**src/sv/cdec_pkg.sv**
```systemverilog
package cdec_pkg;

   // directory entry layout
   localparam int unsigned ENTRY_BYTES   = 32;
   localparam int unsigned POINTER_SLOTS = 16;
   localparam int unsigned MAP_BLOCKS    = 256;
   localparam int unsigned POS_W         = $clog2(ENTRY_BYTES);
   localparam int unsigned NEED_W        = 5;

   // byte positions inside one entry
   localparam logic [POS_W-1:0] POS_USER     = 5'd0;
   localparam logic [POS_W-1:0] POS_NAME0    = 5'd1;
   localparam logic [POS_W-1:0] POS_NAME_END = 5'd8;
   localparam logic [POS_W-1:0] POS_TYPE0    = 5'd9;
   localparam logic [POS_W-1:0] POS_TYPE_END = 5'd11;
   localparam logic [POS_W-1:0] POS_EXTENT   = 5'd12;
   localparam logic [POS_W-1:0] POS_S1       = 5'd13;
   localparam logic [POS_W-1:0] POS_S2       = 5'd14;
   localparam logic [POS_W-1:0] POS_RC       = 5'd15;
   localparam logic [POS_W-1:0] POS_LAST     = 5'd31;

   // field limits
   localparam logic [7:0] FREE_MARK  = 8'hE5;
   localparam logic [7:0] USER_MAX   = 8'd15;
   localparam logic [7:0] EXTENT_MAX = 8'd31;
   localparam logic [7:0] S1_MAX     = 8'd128;
   localparam logic [7:0] S2_MAX     = 8'd15;
   localparam logic [7:0] RC_MAX     = 8'd128;
   localparam logic [7:0] LIVE_MAX   = 8'hFF;
   localparam logic [6:0] CHAR_SPACE = 7'h20;
   localparam logic [6:0] CHAR_LOW   = 7'h21;
   localparam logic [6:0] CHAR_HIGH  = 7'h7E;

   // register indexes
   localparam logic CSR_LOW_BLOCK   = 1'b0;
   localparam logic CSR_DISK_BLOCKS = 1'b1;

   // register reset values
   localparam logic [7:0] LOW_BLOCK_RESET   = 8'd1;
   localparam logic [7:0] DISK_BLOCKS_RESET = 8'd175;

   typedef enum logic [1:0] {
      STATUS_FREE    = 2'd0,
      STATUS_LIVE    = 2'd1,
      STATUS_INVALID = 2'd2
   } cdec_status_type;

   typedef struct packed {
      cdec_status_type status;
      logic [7:0]      entry_number;
      logic [7:0]      live_count;
   } cdec_result_type;

   // printable and not one of the reserved punctuation marks
   function automatic logic allowed_char(input logic [6:0] c);
      logic ok;
      ok = (c >= CHAR_LOW) && (c <= CHAR_HIGH);
      if (c inside {7'h2E, 7'h2C, 7'h3B, 7'h3A, 7'h3D, 7'h3F, 7'h2A,
                    7'h3C, 7'h3E, 7'h5B, 7'h5D}) begin
         ok = 1'b0;
      end
      return ok;
   endfunction

endpackage

```
**src/sv/cdec_core.sv**
```systemverilog
module cdec_core
   import cdec_pkg::*;
(
   input  logic            clock,
   input  logic            reset,
   input  logic            step,
   input  logic [7:0]      data_byte,
   input  logic            restart,
   input  logic [7:0]      low_block,
   input  logic [7:0]      disk_blocks,
   output logic            result_valid,
   output cdec_result_type result
);

   logic [POS_W-1:0]      byte_position_ff, byte_position_in;
   logic [7:0]            entry_counter_ff, entry_counter_in;
   logic                  is_free_ff, is_free_in;
   logic                  is_bad_ff, is_bad_in;
   logic                  in_padding_ff, in_padding_in;
   logic                  extent_odd_ff, extent_odd_in;
   logic [NEED_W-1:0]     blocks_needed_ff, blocks_needed_in;
   logic [MAP_BLOCKS-1:0] block_map_ff, block_map_in;
   logic [7:0]            live_total_ff, live_total_in;

   logic [POS_W-1:0]      pos;
   logic [7:0]            live_base;
   logic [7:0]            counter_base;
   logic [6:0]            ch;
   logic                  pad_now;
   logic [9:0]            records_up;
   logic [NEED_W-1:0]     slot;
   cdec_status_type       status;

   // restart acts before the byte is used
   assign pos          = restart ? POS_USER : byte_position_ff;
   assign live_base    = restart ? 8'd0 : live_total_ff;
   assign counter_base = restart ? 8'd0 : entry_counter_ff;
   assign ch           = data_byte[6:0];
   assign records_up   = {2'b00, extent_odd_ff, 7'd0} + {2'b00, data_byte} + 10'd15;
   assign slot         = {1'b0, pos[3:0]};

   // per-byte checks and map update
   always_comb begin
      is_free_in       = is_free_ff;
      is_bad_in        = is_bad_ff;
      in_padding_in    = in_padding_ff;
      extent_odd_in    = extent_odd_ff;
      blocks_needed_in = blocks_needed_ff;
      block_map_in     = restart ? '0 : block_map_ff;
      pad_now          = in_padding_ff;
      if (pos == POS_USER) begin
         is_free_in       = (data_byte == FREE_MARK);
         is_bad_in        = (data_byte != FREE_MARK) && (data_byte > USER_MAX);
         in_padding_in    = 1'b0;
         extent_odd_in    = 1'b0;
         blocks_needed_in = '0;
      end else if (!is_free_ff && !is_bad_ff) begin
         if (pos <= POS_TYPE_END) begin
            // name and type characters, spaces only as trailing padding
            if (pos == POS_TYPE0) begin
               pad_now = 1'b0;
            end
            in_padding_in = pad_now;
            if (ch == CHAR_SPACE) begin
               if (pos == POS_NAME0) begin
                  is_bad_in = 1'b1;
               end
               in_padding_in = 1'b1;
            end else if (pad_now || !allowed_char(ch)) begin
               is_bad_in = 1'b1;
            end
         end else if (pos == POS_EXTENT) begin
            is_bad_in     = data_byte > EXTENT_MAX;
            extent_odd_in = data_byte[0];
         end else if (pos == POS_S1) begin
            is_bad_in = data_byte > S1_MAX;
         end else if (pos == POS_S2) begin
            is_bad_in = data_byte > S2_MAX;
         end else if (pos == POS_RC) begin
            is_bad_in        = data_byte > RC_MAX;
            blocks_needed_in = records_up[8:4];
         end else if (data_byte != 8'd0) begin
            // block pointer: in range, within the records, not yet used
            if (slot >= blocks_needed_ff || data_byte < low_block ||
                data_byte >= disk_blocks) begin
               is_bad_in = 1'b1;
            end else if (block_map_in[data_byte]) begin
               is_bad_in = 1'b1;
            end else begin
               block_map_in[data_byte] = 1'b1;
            end
         end
      end
   end

   // entry verdict on the last byte
   always_comb begin
      result_valid     = (pos == POS_LAST);
      byte_position_in = pos + 5'd1;
      live_total_in    = live_base;
      entry_counter_in = counter_base;
      if (is_free_in) begin
         status = STATUS_FREE;
      end else if (is_bad_in) begin
         status = STATUS_INVALID;
      end else begin
         status = STATUS_LIVE;
      end
      if (result_valid) begin
         entry_counter_in = counter_base + 8'd1;
         if (status == STATUS_LIVE && live_base != LIVE_MAX) begin
            live_total_in = live_base + 8'd1;
         end
      end
      result.status       = status;
      result.entry_number = counter_base;
      result.live_count   = live_total_in;
   end

   // state registers
   always_ff @(posedge clock) begin
      if (reset) begin
         byte_position_ff <= '0;
         entry_counter_ff <= '0;
         is_free_ff       <= 1'b0;
         is_bad_ff        <= 1'b0;
         in_padding_ff    <= 1'b0;
         extent_odd_ff    <= 1'b0;
         blocks_needed_ff <= '0;
         block_map_ff     <= '0;
         live_total_ff    <= '0;
      end else if (step) begin
         byte_position_ff <= byte_position_in;
         entry_counter_ff <= entry_counter_in;
         is_free_ff       <= is_free_in;
         is_bad_ff        <= is_bad_in;
         in_padding_ff    <= in_padding_in;
         extent_odd_ff    <= extent_odd_in;
         blocks_needed_ff <= blocks_needed_in;
         block_map_ff     <= block_map_in;
         live_total_ff    <= live_total_in;
      end
   end

   // a restart leaves at most the block of that beat marked
   a_restart_clears_map: assert property (@(posedge clock) disable iff (reset)
      step && restart |=> $countones(block_map_ff) <= 1)
      else $error("allocation map not cleared by restart");

   // a finished entry leaves the position at the start of the next one
   a_entry_wraps: assert property (@(posedge clock) disable iff (reset)
      step && result_valid |=> byte_position_ff == POS_USER)
      else $error("byte position did not wrap after entry");

   // live count only grows between restarts
   a_live_monotonic: assert property (@(posedge clock) disable iff (reset)
      step && !restart |=> live_total_ff >= $past(live_total_ff))
      else $error("live count decreased without restart");

endmodule

```
**config.mk**
```make
export PLATFORM = sky130hd
export DESIGN_NAME = cdec_core
export DESIGN_NICKNAME = d
export VERILOG_FILES = /design/src/sv/cdec_pkg.sv /design/src/sv/cdec_core.sv
export SDC_FILE = /design/constraint.sdc
export NUM_CORES = 1
export LEC_CHECK = 0
export ABC_AREA = 1
export BUFFER_PORTS_ARGS = -buffer_cell sky130_fd_sc_hd__clkbuf_2
export CAP_MARGIN = 20
export CORE_UTILIZATION = 66
export DETAILED_ROUTE_END_ITERATION = 10
export PLACE_DENSITY = 0.84
export REMOVE_ABC_BUFFERS = 1
export SETUP_SLACK_MARGIN = 0.5
export SLEW_MARGIN = 20
export SYNTH_ARGS = -nofsm -noshare
export SYNTH_HDL_FRONTEND = slang
export SYNTH_SLANG_ARGS = --single-unit
```
**constraint.sdc**
```tcl
create_clock -name clock -period 13.69 [get_ports clock]
set_clock_uncertainty 0.2 [all_clocks]
set_input_delay 3.4225 -clock clock [delete_from_list [all_inputs] [get_ports clock]]
set_output_delay 3.4225 -clock clock [all_outputs]
set_load 0.02 [all_outputs]
```
# Word-level counts from Yosys, hierarchy flattened
# Cells that the tools add are included.
[word_totals] output_inout_bits=19 ff_bits=286 in_bits=28
[classes] muxes=61 bitwise=1 n_reduce_logical=21 addsub=5 n_eq_ne=27 order_cmp=11
[ops] op="$mux 256" n=11
[ops] op="$or 256x256->256" n=1
[ops] op="$eq 7x6->1 const B" n=10
[ops] op="$mux 5" n=8
[ops] op="$mux 8" n=5
[ops] op="$mux 1" n=33
[ops] op="$eq 5x4->1 const B" n=5
[ops] op="$add 8x1->8 const B" n=2
[ops] op="$ne 8x8->1 const B" n=2
[ops] op="$eq 7x7->1 const B" n=2
[ops] op="$reduce_bool 11->1" n=1
[ops] op="$add 8x8->9" n=1
[ops] op="$add 9x4->9 const B" n=1
[ops] op="$lt 8x9->1 const B" n=1
[ops] op="$bmux 1 s8" n=1
[ops] op="$demux 1 s8" n=1
[ops] op="$eq 8x8->1 const B" n=1
[ops] op="$ge 8x1->1 const B" n=1
[ops] op="$ge 8x8->1" n=1
[ops] op="$gt 8x4->1 const B" n=1
[ops] op="$gt 8x5->1 const B" n=1
[ops] op="$gt 8x8->1 const B" n=1
[ops] op="$lt 8x8->1" n=1
[ops] op="$ne 2x2->1 const B" n=4
[ops] op="18 further kinds" n=30

# Depth between registers and ports, before layout
# Gate-level depths: netlist (run 1).
[logic_depth] depth_word=20 ltp_mapped=33

# Least setup slack after synthesis (run 1)
# OpenSTA, ideal clock, no wires.
[synth_timing] kind="input -> output" start="in restart" end="out result[3] (netlist bit)" required_time_ns=10.068 path_stages=30 arrival_ns=6.356 path_slack_ns=3.712 path_cell_list="buf_2 -> buf_1 -> buf_1 -> nor2_1 -> ha_1 -> o21ai_0 -> o21ai_0 -> o21ai_0 -> inv_1 -> nor2_1 -> o21ai_0 -> nor2_1 -> nand2_1 -> nor2_1 -> nand2_1 -> nand2_1 -> nand2_1 -> nand2_1 -> nand2_1 -> nand2_1 -> nand2_1 -> nand2_1 -> nand2_1 -> nand2_2 -> nand4_4 -> nor2_4 -> nand2_1 -> nand2_1 -> nand2_1 -> inv_1"
[synth_rtl] element="start, declared" line_no="cdec_core.sv:8" source="input logic restart,"
[synth_rtl] element="end, declared" line_no="cdec_core.sv:12" source="output cdec_result_type result"

==> results.json, run 1 <==
{
  "setup.worst_path.class": "in2out",
  "first_pass_iters": 5,
  "remaining_drc_errors": 0,
  "area_growth_syn_to_layout_pct": 7.847,
  "ant_nets": 0,
  "avgViaCountPerCell": 6.006,
  "reg2reg_setup_slack_ns": 8.71,
  "report.final.slew_viol_count": 0,
  "cts_setup_buffers": 0,
  "use_met3": 0.07281,
  "crit_cells": 31,
  "whs_ns": 0.2604,
  "p_per_area_mw_per_mm2": 111.6,
  "r2r_start": "byte_position_ff[0]$_SDFFE_PP0P_",
  "cts_made_buffers": 31,
  "use_met1": 0.5311,
  "peakVddDrop_mv": 0.1162,
  "cp.required_ns": 10.07,
  "start_util": 0.6775,
  "cts_max_level": 1,
  "design_area_mm2": 0.01604,
  "synth_compound_area_frac": 0.1382,
  "pin_count": 47,
  "num_rows": 54,
  "drv_cap": 0,
  "vias": 15730,
  "startpoint_type": "input pin",
  "rsz0062_at_grt": "false",
  "route.final.wire_length_mm": 46.96,
  "synth_area_mm2": 0.01488,
  "crit_path_top_delay_cell": "buf_4",
  "cp_top_family": "simple AND/OR/NAND/NOR gates",
  "finalNonFillerCells": 2619,
  "met2_usage": 0.6302,
  "grt_max_degree": 105,
  "synth_top_family_by_area": "simple AND/OR/NAND/NOR gates",
  "grt_pass1_wl_mm": 74.97,
  "critPathMostFrequentCell": "nand2_1",
  "cts_tree": "built",
  "drtIter0Drc": 2063,
  "crit_fanout": 69,
  "path_buf_inv": 6,
  "port_buffers": 46,
  "ys_seq_elements": 286,
  "finalSetupViolCount": 0,
  "yosys.area_share.simple": 0.3627,
  "synth-async-reset-ratio": 0,
  "place_area_mm2": 0.01510,
  "chipHeight_um": 152.1,
  "fin_tns_setup_ns": 0,
  "synth.most_common_cell": "nand2_1",
  "holdPathEnd": "block_map_ff[0]$_SDFFE_PP0P_",
  "dp_cells": 2568,
  "yosys.area.top_type_share": 0.3849,
  "status": "finished, final reports clean",
  "min_path_type": "reg2reg",
  "cts_root_buf": "clkbuf_16",
  "gr-total-overflow": 0,
  "post_cts_resized": 0,
  "die_area_mm2": 0.02315,
  "hold_path_depth": 2,
  "yosys-top-cells-area": "dfxtp_1 (38%), nand2_1 (20%), a21oi_1 (9.2%), nor2_1 (7.3%), nand3_1 (4.6%)",
  "finalNetCount": 2376,
  "grt_pass1_vias": 14660,
  "drive_above_1_share": 0.06798,
  "dp_hpwl_mm": 29.61,
  "post_drt_wl_per_cell_um": 17.93,
  "hold_path_startpoint": "block_map_ff[0]$_SDFFE_PP0P_",
  "worst_slew_pin_slew_ns": 1.209,
  "rr_endpoint": "block_map_ff[120]$_SDFFE_PP0P_",
  "relSlewSlack": 0.1912,
  "synthAdderAreaFrac": 0.02271,
  "avgSynthCellArea_um2": 6.320,
  "final-hold-violation-count": 0,
  "crit_arrival_ns": 7.88,
  "num-fill-cells": 1907,
  "ys_seq_area_frac": 0.3849,
  "clock_sinks": 286,
  "grtUsageTotal": 0.4002,
  "synth_top_area_cell": "dfxtp_1",
  "finalCriticalPeriod_ns": 11.50,
  "fin_crit_sh": 0.8401,
  "diodes": 0,
  "cts.reportedPaths.clkPinSlew_ns": 0.06,
  "hold_buffers": 0,
  "synth_edf_count": 0,
  "ys.flop_type": "dfxtp_1",
  "yosys-top-cells-count": "nand2_1 (785), nor2_1 (291), dfxtp_1 (286)",
  "core-area_mm2": 0.02196,
  "ys_warn_count": 0,
  "synth-xor-area-share": 0.001177,
  "clk_latency_ns": 0.56,
  "syn_inst": 2354,
  "r2r_cells": 16,
  "place_congestion": 0.9862,
  "fp.dieW_um": 152.1,
  "critPathMaxStageDelay_ns": 0.58,
  "synth_cell_types": 48,
  "fmax_ghz": 0.08695,
  "p_leak_nw": 6.205,
  "synth_mux_area_frac": 0,
  "clk_path_buf_depth": 3,
  "grt-busiest-layer": "met2",
  "antenna_found_initial": 0,
  "endpoint_kind": "output port"
}
==> per-layer routing <==
| layer | routed length [um] | share of wire |
|---|---|---|
| met1 | 18900 | 0.40 |
| met4 | 2188 | 0.047 |
| met3 | 5271 | 0.11 |
| met5 | 0 | 0 |
| met2 | 20600 | 0.44 |
==> cell families (layout without fill, tap and decap cells) <==
kind of cell / Yosys count / in the layout
adders and majority gates: 27 / 27
xor gates and xnor gates: 2 / 2
and+or+nand+nor: 1314 / 1314
DFF: 286 / 286
AOI/OAI and AO/OA: 394 / 394
buffers and inverters: 331 / 316
==> layout by cell type, fill, tap and decap left out, types with 2 or more instances in the layout <==
master	count
a211oi_1	3
a21boi_0	2
a21oi_1	272
a31oi_1	2
buf_4	25
clkbuf_1	6
clkbuf_16	31
clkbuf_2	45
clkbuf_8	6
clkinv_1	4
clkinv_2	6
clkinvlp_4	3
dfxtp_1	286
ha_1	27
inv_1	180
inv_2	7
nand2_1	784
nand2_2	2
nand2_4	4
nand3_1	136
nand3b_1	6
nand4_1	43
nand4_2	2
nor2_1	287
nor2_2	4
nor2_4	4
nor3_1	22
nor4_1	2
nor4_2	2
o211ai_1	3
o21ai_0	57
o21ai_1	24
o22ai_1	21
o32ai_1	4
or2_2	11
==> per-stage QoR <==
step                setup slack [ns]  power [mW]  utilization
floorplan                      1.980      0.9359            -
global placement               2.402       1.004       0.6876
detailed placement             2.297       1.007       0.6876
CTS                            2.283       1.779       0.7307
global route                   1.832       1.827       0.7307
finish                         2.189       1.790       0.7307
==> layout make-up <==
| type | count | area, um^2 | area share |
|---|---|---|---|
| flip-flops and latches | 286 | 5725 | 0.3569 |
| inverters | 194 | 737.0 | 0.04593 |
| multi-input cells | 1737 | 7860 | 0.4899 |
| repair buffers | 71 | 426.7 | 0.02659 |
| well taps | 280 | 350.3 | 0.02184 |
| clock buffers | 42 | 867.1 | 0.05404 |
| clock inverters | 9 | 77.57 | 0.004835 |
==> worst min-delay path: cells and delay by family (launching register included) <==
kind / cells / cell delay, ns
simple gates: 2 / 0.10
flops: 1 / 0.31
==> worst max path at each step <==
stage | start | endpoint | slack, ns
after CTS | restart | result[2] | 2.28
after floorplan | restart | result[2] | 1.98
after global routing | restart | result[3] | 1.83
final | restart | result[2] | 2.19
after global placement | restart | result[2] | 2.40
after detailed placement | restart | result[2] | 2.30
==> report_power, final <==
part,internal (mW),total [mW],switching [mW]
Clock,0.456,0.795,0.339
Combinational,0.0297,0.155,0.126
Sequential,0.837,0.839,0.00272
Total,1.32,1.79,0.467
==> flip-flops by register name (all words and copies together), names as in the netlist <==
signal	count
blocks_needed_ff	5
live_total_ff	8
extent_odd_ff	1
block_map_ff	256
entry_counter_ff	8
is_bad_ff	1
is_free_ff	1
in_padding_ff	1
byte_position_ff	5
Note: power is estimated with default switching activity, not from simulation.
==> run 2, diff against run 1 <==
CORE_UTILIZATION = 57   (was 66)
PLACE_DENSITY = 0.77   (was 0.84)
clock period = 10.2 ns   (was 13.69 ns; I/O delays follow)
==> run 2 against run 1 <==
Sequential share of layout area decreased by 0.60 points; cell area grew 1.7%; via count grew 0.37%; hold slack got worse by 0.0044 ns; highest routed layer unchanged; global-route usage shrank 3.7 points; largest cell class unchanged.
==> results.json, run 2 (synthesis results as in run 1) <==
{
  "status": "finished, final reports clean",
  "antenna_found_initial": 0,
  "min_path_type": "reg2reg",
  "reg.largest.list": "block_map_ff (256), entry_counter_ff (8), live_total_ff (8)",
  "finalCriticalPeriod_ns": 9.034,
  "crit_arrival_ns": 6.28,
  "drtIter0Drc": 2080,
  "design_area_mm2": 0.01632,
  "startpoint_type": "input pin",
  "finalNonFillerCells": 2680,
  "layout_setup_ws_ns": 1.166,
  "peakVddDrop_mv": 0.1905,
  "core-area_mm2": 0.02540,
  "largest_reg_flops": 256,
  "gr-total-overflow": 0,
  "mostFrequentLayoutCell": "nand2_1",
  "drive_above_1_share": 0.07319,
  "final-hold-violation-count": 0,
  "grt_pass1_vias": 14420,
  "port_buffers": 46,
  "whs_ns": 0.2560,
  "fin_crit_sh": 0.8857,
  "postLayoutCoreUtil": 0.6425,
  "report.final.slew_viol_count": 0,
  "clk_path_buf_depth": 3,
  "setup.worst_path.class": "in2out",
  "cts_setup_buffers": 0,
  "fmax_ghz": 0.1107,
  "first_pass_iters": 6,
  "diodes": 0,
  "fin_tns_setup_ns": 0,
  "grt_pass1_wl_mm": 76.76,
  "clk_latency_ns": 0.58,
  "dpl_worst_slack_ns": 1.307,
  "cts_root_buf": "clkbuf_16",
  "regMostFlops": "block_map_ff",
  "chipHeight_um": 163.6,
  "critPathMostFrequentCell": "nand2_1",
  "fp.dieW_um": 163.6,
  "hold_buffers": 0,
  "worst_slew_pin_slew_ns": 1.186,
  "avgViaCountPerCell": 5.891,
  "cts_tree": "built",
  "rsz0062_at_grt": "false",
  "dp_hpwl_mm": 30.84,
  "num-fill-cells": 2361,
  "die_area_mm2": 0.02675,
  "endpoint_kind": "output port",
  "drv_cap": 0,
  "ant_nets": 0,
  "dp_cells": 2622,
  "design_power_total_mw": 2.530,
  "critPathMaxStageDelay_ns": 0.56,
  "grtUsageTotal": 0.3634,
  "num_rows": 58,
  "grt_max_degree": 128,
  "cts_max_level": 1,
  "remaining_drc_errors": 0,
  "mostFrequentLayoutCells": "nand2_1 (784), nor2_1 (290), dfxtp_1 (286), a21oi_1 (272), inv_1 (180)",
  "post_drt_wl_per_cell_um": 18.31,
  "post_cts_resized": 0,
  "route.final.wire_length_mm": 49.06,
  "area_growth_syn_to_layout_pct": 9.689,
  "p_leak_nw": 6.330,
  "place_congestion": 0.9982,
  "crit_fanout": 21,
  "p_per_area_mw_per_mm2": 155.1,
  "cts.reportedPaths.clkPinSlew_ns": 0.06,
  "crit_path_top_delay_cell": "nor2_4",
  "clock_sinks": 286,
  "place_area_mm2": 0.01520,
  "finalNetCount": 2381,
  "cts_made_buffers": 31,
  "vias": 15790,
  "finalSetupViolCount": 0,
  "pin_count": 47,
  "cp.required_ns": 7.45,
  "start_util": 0.5857,
  "relSlewSlack": 0.2049
}
-- run 2: cell count changes in the layout (fill, tap and decap cells not counted), sizes merged --
cell      before  now
bufinv         1    2
clkinv        10   12
buf           25   30
clkbuf        88   94
clkinvlp       3    0
-- run 2: critical path: cells and delay by family --
kind	cells	cell delay, ns
AO/OA/AOI/OAI	1	0.10
AND/OR/NAND/NOR	24	2.30
buffers and inverters	6	1.31
-- run 2: path summary, 6_finish.rpt --
kind,slack (ns),cells after the start,start,to
min,0.26,2,block_map_ff[0]$_SDFFE_PP0P_,block_map_ff[0]$_SDFFE_PP0P_
max,1.17,31,data_byte[0],result[3]
max reg2reg,4.65,15,byte_position_ff[0]$_SDFFE_PP0P_,block_map_ff[232]$_SDFFE_PP0P_
min reg2reg,0.26,2,block_map_ff[0]$_SDFFE_PP0P_,block_map_ff[0]$_SDFFE_PP0P_
-- run 2: area by class of cell --
cell class / instances / area, um^2 / share of cell area
clock buffers: 48 / 989.7 / 0.06065
well taps: 330 / 412.9 / 0.02530
repair buffers: 76 / 496.7 / 0.03044
clock inverters: 9 / 98.84 / 0.006057
inverters: 194 / 737.0 / 0.04516
multi-input cells: 1737 / 7858 / 0.4815
flip-flops and latches: 286 / 5725 / 0.3509
-- run 2: where the power goes --
| part | switching [mW] | leakage (nW) | internal, mW |
|---|---|---|---|
| Combinational | 0.170 | 3.48 | 0.0424 |
| Sequential | 0.00332 | 2.31 | 1.12 |
| Clock | 0.480 | 0.548 | 0.712 |
| Total | 0.653 | 6.33 | 1.88 |
-- run 2: metal layers --
layer | global-route usage | part of all wire | vias to the layer above
li1 | - | - | 7483
met1 | 0.4855 | 0.40 | 7127
met2 | 0.5632 | 0.44 | 997
met3 | 0.07669 | 0.12 | 182
met4 | 0.1591 | 0.046 | 0
met5 | 0 | 0 | -
